--- src/hdl/assert_macros.svh ---
// Assertion macros shared by the point-in-triangle search RTL.
// No dependencies; included by files that carry concurrent assertions.
`ifndef ASSERT_MACROS_SVH
`define ASSERT_MACROS_SVH

// Same-cycle implication, disabled while reset is asserted.
`define PITS_ASSERT_NOW(label, clk, rst_n, ante, cons, msg) \
    label: assert property (@(posedge clk) disable iff (!(rst_n)) (ante) |-> (cons)) \
        else $error(msg);

// Next-cycle implication, disabled while reset is asserted.
`define PITS_ASSERT_NEXT(label, clk, rst_n, ante, cons, msg) \
    label: assert property (@(posedge clk) disable iff (!(rst_n)) (ante) |=> (cons)) \
        else $error(msg);

`endif

--- src/hdl/pits_pkg.sv ---
// Package for the point-in-triangle table search: constants, codes and the
// control structs passed between the sequencer and the cross product unit.
// No dependencies.
package pits_pkg;

    localparam int TRIANGLE_SLOTS_DEF = 256;
    localparam int COORD_WIDTH_DEF    = 16;
    localparam int INDEX_WIDTH        = 8;
    localparam int COUNT_WIDTH        = 9;
    localparam int STEP_WIDTH         = 4;

    // Eight products per triangle, plus a final step that retires the last one.
    localparam logic [STEP_WIDTH-1:0] STEP_LAST = 4'd8;

    localparam logic CMD_LOAD  = 1'b0;
    localparam logic CMD_QUERY = 1'b1;

    typedef struct packed {
        logic                  load_diff;
        logic                  step_en;
        logic [STEP_WIDTH-1:0] step;
    } t_cross_ctrl;

    typedef struct packed {
        logic match;
    } t_cross_stat;

endpackage

--- src/hdl/pits_cross_unit.sv ---
// Shared cross product unit: edge differences, one multiplier used for the
// eight products of a triangle, and the sign test. Depends on pits_pkg.
module pits_cross_unit #(
    parameter int COORD_WIDTH = pits_pkg::COORD_WIDTH_DEF
) (
    input  logic                          i_clk,
    input  logic [2*COORD_WIDTH-1:0]      i_first,
    input  logic [2*COORD_WIDTH-1:0]      i_second,
    input  logic [2*COORD_WIDTH-1:0]      i_opposite,
    input  logic signed [COORD_WIDTH-1:0] i_px,
    input  logic signed [COORD_WIDTH-1:0] i_pz,
    input  pits_pkg::t_cross_ctrl         i_ctrl,
    output pits_pkg::t_cross_stat         o_stat
);

    localparam int CW = COORD_WIDTH;
    localparam int DW = CW + 1;
    localparam int PW = 2 * DW;

    // Flag slot of each cross product.
    localparam int XP_AREA = 0;
    localparam int XP_S    = 1;
    localparam int XP_U    = 3;

    logic signed [CW-1:0] x0, z0, x1, z1, x2, z2;
    logic signed [DW-1:0] r_e1x, r_e1z, r_e2x, r_e2z, r_dx, r_dz;
    logic signed [DW-1:0] r_fx, r_fz, r_gx, r_gz;
    logic signed [DW-1:0] op_a, op_b;
    logic signed [PW-1:0] prod;
    logic signed [PW-1:0] r_prod, r_first;
    logic signed [PW:0]   pair_diff;
    logic [pits_pkg::STEP_WIDTH-1:0] retire;
    logic [3:0] r_pos, r_neg;

    assign x0 = $signed(i_first[CW-1:0]);
    assign z0 = $signed(i_first[2*CW-1:CW]);
    assign x1 = $signed(i_second[CW-1:0]);
    assign z1 = $signed(i_second[2*CW-1:CW]);
    assign x2 = $signed(i_opposite[CW-1:0]);
    assign z2 = $signed(i_opposite[2*CW-1:CW]);

    always_ff @(posedge i_clk) begin
        if (i_ctrl.load_diff) begin
            r_e1x <= DW'(x1) - DW'(x0);
            r_e1z <= DW'(z1) - DW'(z0);
            r_e2x <= DW'(x2) - DW'(x0);
            r_e2z <= DW'(z2) - DW'(z0);
            r_dx  <= DW'(i_px) - DW'(x0);
            r_dz  <= DW'(i_pz) - DW'(z0);
            r_fx  <= DW'(x2) - DW'(x1);
            r_fz  <= DW'(z2) - DW'(z1);
            r_gx  <= DW'(i_px) - DW'(x1);
            r_gz  <= DW'(i_pz) - DW'(z1);
        end
    end

    // Products in pairs: area, s, t and u, each as left term then right term.
    always_comb begin
        case (i_ctrl.step[2:0])
            3'd0: begin op_a = r_e1x; op_b = r_e2z; end
            3'd1: begin op_a = r_e1z; op_b = r_e2x; end
            3'd2: begin op_a = r_e2z; op_b = r_dx;  end
            3'd3: begin op_a = r_e2x; op_b = r_dz;  end
            3'd4: begin op_a = r_e1x; op_b = r_dz;  end
            3'd5: begin op_a = r_e1z; op_b = r_dx;  end
            3'd6: begin op_a = r_fx;  op_b = r_gz;  end
            default: begin op_a = r_fz; op_b = r_gx; end
        endcase
    end

    assign prod      = PW'(op_a) * PW'(op_b);
    assign pair_diff = (PW + 1)'(r_first) - (PW + 1)'(r_prod);
    assign retire    = i_ctrl.step - 1'b1;

    // Each step but the last registers a new product; each step but the first retires the one from the step before.
    always_ff @(posedge i_clk) begin
        if (i_ctrl.step_en) begin
            if (i_ctrl.step != pits_pkg::STEP_LAST) begin
                r_prod <= prod;
            end
            if (i_ctrl.step != '0) begin
                if (!retire[0]) begin
                    r_first <= r_prod;
                end else begin
                    r_pos[retire[2:1]] <= (pair_diff != '0) && !pair_diff[PW];
                    r_neg[retire[2:1]] <= pair_diff[PW];
                end
            end
        end
    end

    assign o_stat.match = r_neg[XP_AREA] ? (&r_neg[XP_U:XP_S]) : (&r_pos[XP_U:XP_S]);

endmodule

--- config.mk ---
export PLATFORM = sky130hd
export DESIGN_NAME = pits_cross_unit
export DESIGN_NICKNAME = d
export VERILOG_FILES = /design/src/hdl/assert_macros.svh /design/src/hdl/pits_pkg.sv /design/src/hdl/pits_cross_unit.sv
export SDC_FILE = /design/constraint.sdc
export NUM_CORES = 1
export LEC_CHECK = 0
export ABC_CLOCK_PERIOD_IN_PS = 25400
export BUFFER_PORTS_ARGS = -buffer_cell sky130_fd_sc_hd__buf_2
export CORE_MARGIN = 4
export CORE_UTILIZATION = 65
export DETAILED_ROUTE_END_ITERATION = 10
export PLACE_DENSITY = 0.84
export SLEW_MARGIN = 20
export SYNTH_ARGS = -nofsm -noshare
export SYNTH_HDL_FRONTEND = slang
export SYNTH_SLANG_ARGS = --single-unit
--- constraint.sdc ---
create_clock -name i_clk -period 25.4 [get_ports i_clk]
set_clock_uncertainty 0.1 [all_clocks]
set_input_delay 2.54 -clock i_clk [delete_from_list [all_inputs] [get_ports i_clk]]
set_output_delay 2.54 -clock i_clk [all_outputs]
set_load 0.02 [all_outputs]
-- Word-level counts from Yosys, hierarchy flattened
Index checks and enable logic that the tools add are counted.
- input port bits: 135
- word-level logic and storage cells: 59
- output and inout port bits: 1
- bits in registers: 246
- $add $sub $neg: 12
- multipliers: 1
- equal/unequal tests: 7
- magnitude comparators: 2
- bitwise operators: 1
- mux-type cells: 7
- reduce and logical (&&, ||, !) cells: 15
- operators with widths (operator ; number):
    one-hot mux 17 bit (5 select lines) ; 2
    subtractor 16 x 16 -> 17 bit ; 10
    nonzero test 35 bit ; 1
    subtractor 34 x 34 -> 35 bit ; 1
    multiplier 17 x 17 -> 34 bit ; 1
    AND reduction 3 bit ; 4
    equality test 3 bit, second input constant ; 3
    bitwise mux 4 bit ; 2
    OR reduction 2 bit ; 4
    equality test 3 x 2 -> 1 bit, second input constant ; 2
    inequality test 4 bit, second input constant ; 1
    nonzero test 4 bit ; 1
    equality test 3 x 1 -> 1 bit, second input constant ; 1
    logical NOT 3 bit ; 1
    < comparator 2 x 3 -> 1 bit, second input constant ; 1
    subtractor 3 x 1 -> 3 bit, second input constant ; 1
    demux 1 bit (select 2 bit) ; 1
    >= comparator 2 x 1 -> 1 bit, second input constant ; 1
    logical AND 1 bit ; 2
    2-to-1 mux 1 bit ; 2
    AND reduction 2 bit ; 1
    logical NOT 1 bit ; 1
    NOT 1 bit ; 1

-- Depth between registers and ports, before layout
- word-level depth: 6
- gate-level depth with buffers: 34

-- Least setup slack after synthesis
Ideal clock, no wire load.
- path kind: input-to-reg
- start point: input i_ctrl[0] (netlist name)
- end point: register r_prod[32], data pin
- cell stages on the path: 33
- arrival: 9.764 ns
- required time: 25.042 ns
- setup time: 0.258 ns
- setup slack: 15.278 ns
- cells stage by stage: inv_1 > ha_1 > clkbuf_1 > and2_1 > clkbuf_1 > clkbuf_1 > a22oi_1 > nand4_1 > o21a_1 > clkbuf_1 > nand2_1 > fa_1 > inv_1 > fa_1 > inv_1 > fa_1 > inv_1 > fa_1 > fa_1 > inv_1 > fa_1 > inv_1 > ha_1 > a21o_1 > a21o_1 > a21o_1 > or3_1 > or3_4 > a31oi_4 > a311o_1 > nand2_1 > a31oi_1 > xnor2_1
- cells in the longest elaborated chain, start to end: 4
- ends and longest elaborated chain (what ; RTL line ; text):
    start, declared ; pits_cross_unit.sv:12 ; input pits_pkg::t_cross_ctrl i_ctrl,
    equality test 3 bit, or another cell as far along ; pits_cross_unit.sv:59 ; case (i_ctrl.step[2:0])
    OR reduction 2 bit (no source line) ; - ;
    one-hot mux 17 bit (5 select lines) ; pits_cross_unit.sv:59 ;
    multiplier 17 x 17 -> 34 bit * ; pits_cross_unit.sv:71 ; assign prod = PW'(op_a) * PW'(op_b);
    via prod[32] ; pits_cross_unit.sv:29 ; logic signed [PW-1:0] prod;
    end signal, assigned ; pits_cross_unit.sv:79 ; r_prod <= prod;
    end, declared ; pits_cross_unit.sv:30 ; logic signed [PW-1:0] r_prod, r_first;
Mark *: on every way through the listed nets, which the timed path passes. The rest lies on a longest branch.
A chain may end at the register's enable or synchronous reset.

-- Worst setup path in the final report
- start point: input i_ctrl[0] (netlist name)
- end point: register r_prod[33], data pin
The elaborated chain is that of the path after synthesis.

==> results.sh <==
export IMPL_period_minus_slack_ns=11.37
export IMPL_numCtsBuffers=27
export IMPL_fin_tns_setup_ns=0
export IMPL_firstDrtPassIters=8
export IMPL_synthCells=3028
export IMPL_sequential_share_of_the_synthesized_area_pct=25.67
export IMPL_route_detailed_drc=0
export IMPL_layout_area_seq_sq_um=7357
export IMPL_synth_yosys_warnings=0
export IMPL_clock_latency_ns=0.56
export IMPL_slew_headroom_pct=18.31
export IMPL_gp_routability_congestion=0.9920
export IMPL_cts_setup_buffers=0
export IMPL_fillCellCount=3210
export IMPL_dpl_worst_slack_ns=13.57
export IMPL_maxCapViolations=0
export IMPL_hold_path_startpoint="r_prod[25]"
export IMPL_finalSetupViolCount=0
export IMPL_drtAntennaViolNets=0
export IMPL_floorplan_core_area_sq_um=43360
export IMPL_first_global_vias=24380
export IMPL_min_path_type="flip-flop to flip-flop"
export IMPL_delay_contributed_by_the_slowest_stage_of_the_critical_path_ns=1.01
export IMPL_syn2layout_area_growth_pct=7.849
export IMPL_postLayoutCoreUtil_pct=71.28
export IMPL_cts_hold_buf=0
export IMPL_finalHoldViolCount=0
export IMPL_route_vias_total=22750
export IMPL_drv_slew=0
export IMPL_maximum_number_of_pins_on_one_net_before_global_route_repair=98
export IMPL_synth_top_area_share_pct=25.67
export IMPL_worst_path_dominant_cell_family="adder cells"
export IMPL_routed_wirelength_um=77970
export IMPL_fraction_of_synthesis_flops_using_an_asynchronous_set_or_reset_pin_pct=0
export IMPL_layoutNonFillerInstCount=3759
export IMPL_floorplan_die_width_um=218.0
export IMPL_cts_clk_slew_worst_paths_ns=0.06
export IMPL_via_per_inst=6.053
export IMPL_syn_mean_instance_area_sq_um=9.465
export IMPL_dr_iter_0_viols=1845
export IMPL_n_antenna_cell=0
export IMPL_cell_depth_of_the_worst_min_delay_path=0
export IMPL_antenna_found_initial=0
export IMPL_worstSetupStartpointType="input pin"
export IMPL_synth_cell_types=84
export IMPL_post_synth_instance_area_sq_um=28660
export IMPL_library_cell_with_the_largest_summed_area_after_synthesis="edfxtp_1"
export IMPL_nNetsFinal=3880
export IMPL_clock_tree_root_cell="clkbuf_16"
export IMPL_reg2regPathDepth=26
export IMPL_grt_setup_unrepaired="no"
export IMPL_synthesis_nets=3754
export IMPL_dominant_synthesized_flop_cell="edfxtp_1"
export IMPL_globalRouteTotalUtil_pct=33.00
export IMPL_cp_data_arrival_time_ns=11.57
export IMPL_vert_die_dim_um=218.0
export IMPL_setup_reg_to_reg_worst_slack_ns=17.47
export IMPL_initial_core_util_pct=66.10
export IMPL_worstSetupPathType="input pin to flip-flop"
export IMPL_number_of_buffers_on_the_longest_clock_path=3
export IMPL_post_route_period_util_pct=44.77
export IMPL_floorplan_die_area_sq_um=47520
export IMPL_max_slew_worst_pin_slew_ns=1.213
export IMPL_io_buffers=135
export IMPL_endpoint_kind="flip-flop"
export IMPL_post_cts_resized=0
export IMPL_tritoncts="done"
export IMPL_worst_ep_required_time_ns=25.60
export IMPL_critical_path_buf_inv_count=8
export IMPL_status="finished clean"
export IMPL_io_pins=136
export IMPL_hold_end="r_first[25]"
export IMPL_detailed_place_hpwl_um=63710
export IMPL_synth_top_cells_by_area="edfxtp_1 (26%), fa_1 (21%), ha_1 (12%)"
export IMPL_timing_fmax_mhz=87.94
export IMPL_number_of_enable_type_register_cells_in_the_synthesized_netlist=245
export IMPL_worst_path_depth=29
export IMPL_total_area_of_multi_input_combinational_cells_sq_um=19100
export IMPL_drive_above_1_share_pct=8.570
export IMPL_r2r_start="r_e2x[16]"
export IMPL_clkSinkCount=245
export IMPL_worstReg2RegEnd="r_prod[33]"
export IMPL_setup_slack_ns=14.03
export IMPL_grt_pass1_wl_um=124500
export IMPL_dpl_cell_count=3709
export IMPL_routed_wire_length_per_instance_um=20.74
export IMPL_crit_path_top_delay_cell="or4_2"
export IMPL_globalRoute_totalOverflow=0
export IMPL_cp_max_fo=66
export IMPL_fp_row_count=76
export IMPL_ys_ff_latch=245
export IMPL_depth_of_the_cts_h_tree=1
-- per-layer routing --
metal  vias to the layer above  track usage (%)  share of wire (%)
li1                      10450                -                  -
met1                     10990            39.69                 37
met2                      1068            59.80                 51
met3                       250            4.180                7.2
met4                         0            13.90                5.0
met5                         -                0                  0
-- Yosys cell counts (12+ instances only) --
| master | n |
|---|---|
| a22oi_1 | 35 |
| xnor2_1 | 117 |
| a21oi_1 | 106 |
| edfxtp_1 | 245 |
| o21ai_0 | 91 |
| fa_1 | 307 |
| o22ai_1 | 12 |
| o21bai_1 | 13 |
| nand2_1 | 242 |
| nor2b_1 | 41 |
| a21o_1 | 37 |
| a41o_1 | 16 |
| ha_1 | 284 |
| a21boi_0 | 27 |
| a31oi_1 | 15 |
| nand4_1 | 23 |
| mux2_2 | 21 |
| nand3_1 | 68 |
| nand2b_1 | 40 |
| nor2_1 | 338 |
| o21ai_1 | 31 |
| xor2_1 | 28 |
| a222oi_1 | 17 |
| and2_1 | 15 |
| nor3_1 | 48 |
| inv_1 | 520 |
| or2_2 | 13 |
| and3_1 | 30 |
| o21a_1 | 32 |
| clkbuf_1 | 51 |
-- flip-flops by register name, summed over array words and instances (netlist names) --
signal / flops
r_dz: 17
r_pos: 3
r_e2x: 17
r_e1x: 17
r_dx: 17
r_e1z: 17
r_fx: 17
r_first: 34
r_prod: 34
r_e2z: 17
r_fz: 17
r_gx: 17
r_gz: 17
r_neg: 4
-- cell families (layout without fill, tap and decap cells) --
family / after synthesis / count (layout) / synth area share (%)
buf+inv: 587 / 733 / 7.736
compound gates: 535 / 535 / 13.04
fa+ha+maj: 591 / 591 / 33.84
flops: 245 / 245 / 25.67
simple gates: 895 / 895 / 14.14
mux: 30 / 30 / 1.139
xor+xnor: 145 / 145 / 4.431
-- worst register-to-register path: stages (launching register included) --
cell and delay [ns]:
edfxtp_1 0.42, a222oi_1 0.40, nand3_1 0.17, o21ai_1 0.57, or2_2 0.28, inv_1 0.09, fa_1 0.49, inv_1 0.06
fa_1 0.49, fa_1 0.51, inv_1 0.05, fa_1 0.48, fa_1 0.49, inv_1 0.05, fa_1 0.47, inv_1 0.05
ha_1 0.32, and4_2 0.28, nand2_1 0.07, nor3_1 0.05, a211oi_1 0.33, nand2_1 0.23, a2111oi_2 0.53, o21ai_1 0.18
a41o_1 0.25, a21oi_1 0.18, xnor2_1 0.08
-- metrics by stage --
step	cell area, sq um	hold WS (ns)
finish	30910	0.3504
global route	30910	0.3580
CTS	30880	0.3501
detailed placement	30030	0.3347
global placement	30030	0.3322
floorplan	28660	0.3264
-- worst max path at each step --
stage | startpoint | endpoint | slack (ns)
final | i_ctrl[0] | r_prod[33] | 14.03
after global routing | i_ctrl[0] | r_prod[33] | 13.65
after CTS | i_ctrl[0] | r_prod[33] | 14.13
after detailed placement | i_ctrl[0] | r_prod[33] | 13.57
after global placement | i_ctrl[0] | r_prod[33] | 13.86
after floorplan | i_ctrl[0] | r_prod[32] | 15.28
-- placed cells by master, fill, tap and decap left out, types with 16 or more instances in the layout --
cell,Yosys,routed
a222oi_1,17,17
xor2_1,28,28
nand4_1,23,23
o21ai_1,31,34
a21boi_0,27,26
nor2b_1,41,41
nor2_1,338,338
nor3_1,48,48
xnor2_1,117,117
o21ai_0,91,88
o21a_1,32,32
and3_1,30,30
fa_1,307,307
a22oi_1,35,35
a41o_1,16,16
inv_1,520,520
nand2b_1,40,40
nand2_1,242,242
ha_1,284,284
buf_2,10,134
a21o_1,37,37
nand3_1,68,68
mux2_2,21,21
clkbuf_16,0,27
buf_4,0,28
a21oi_1,106,106
edfxtp_1,245,245
-- final cells by class --
type | instances | area share, %
Multi-Input combinational cell | 2196 | 61.79
Timing Repair Buffer | 164 | 2.975
Sequential cell | 245 | 23.80
Inverter | 520 | 6.315
Tap cell | 585 | 2.368
Clock inverter | 18 | 0.5181
Clock buffer | 31 | 2.234
Power is not shown: default switching activity piles up to over one toggle a cycle in this logic, so the estimate is an artifact.
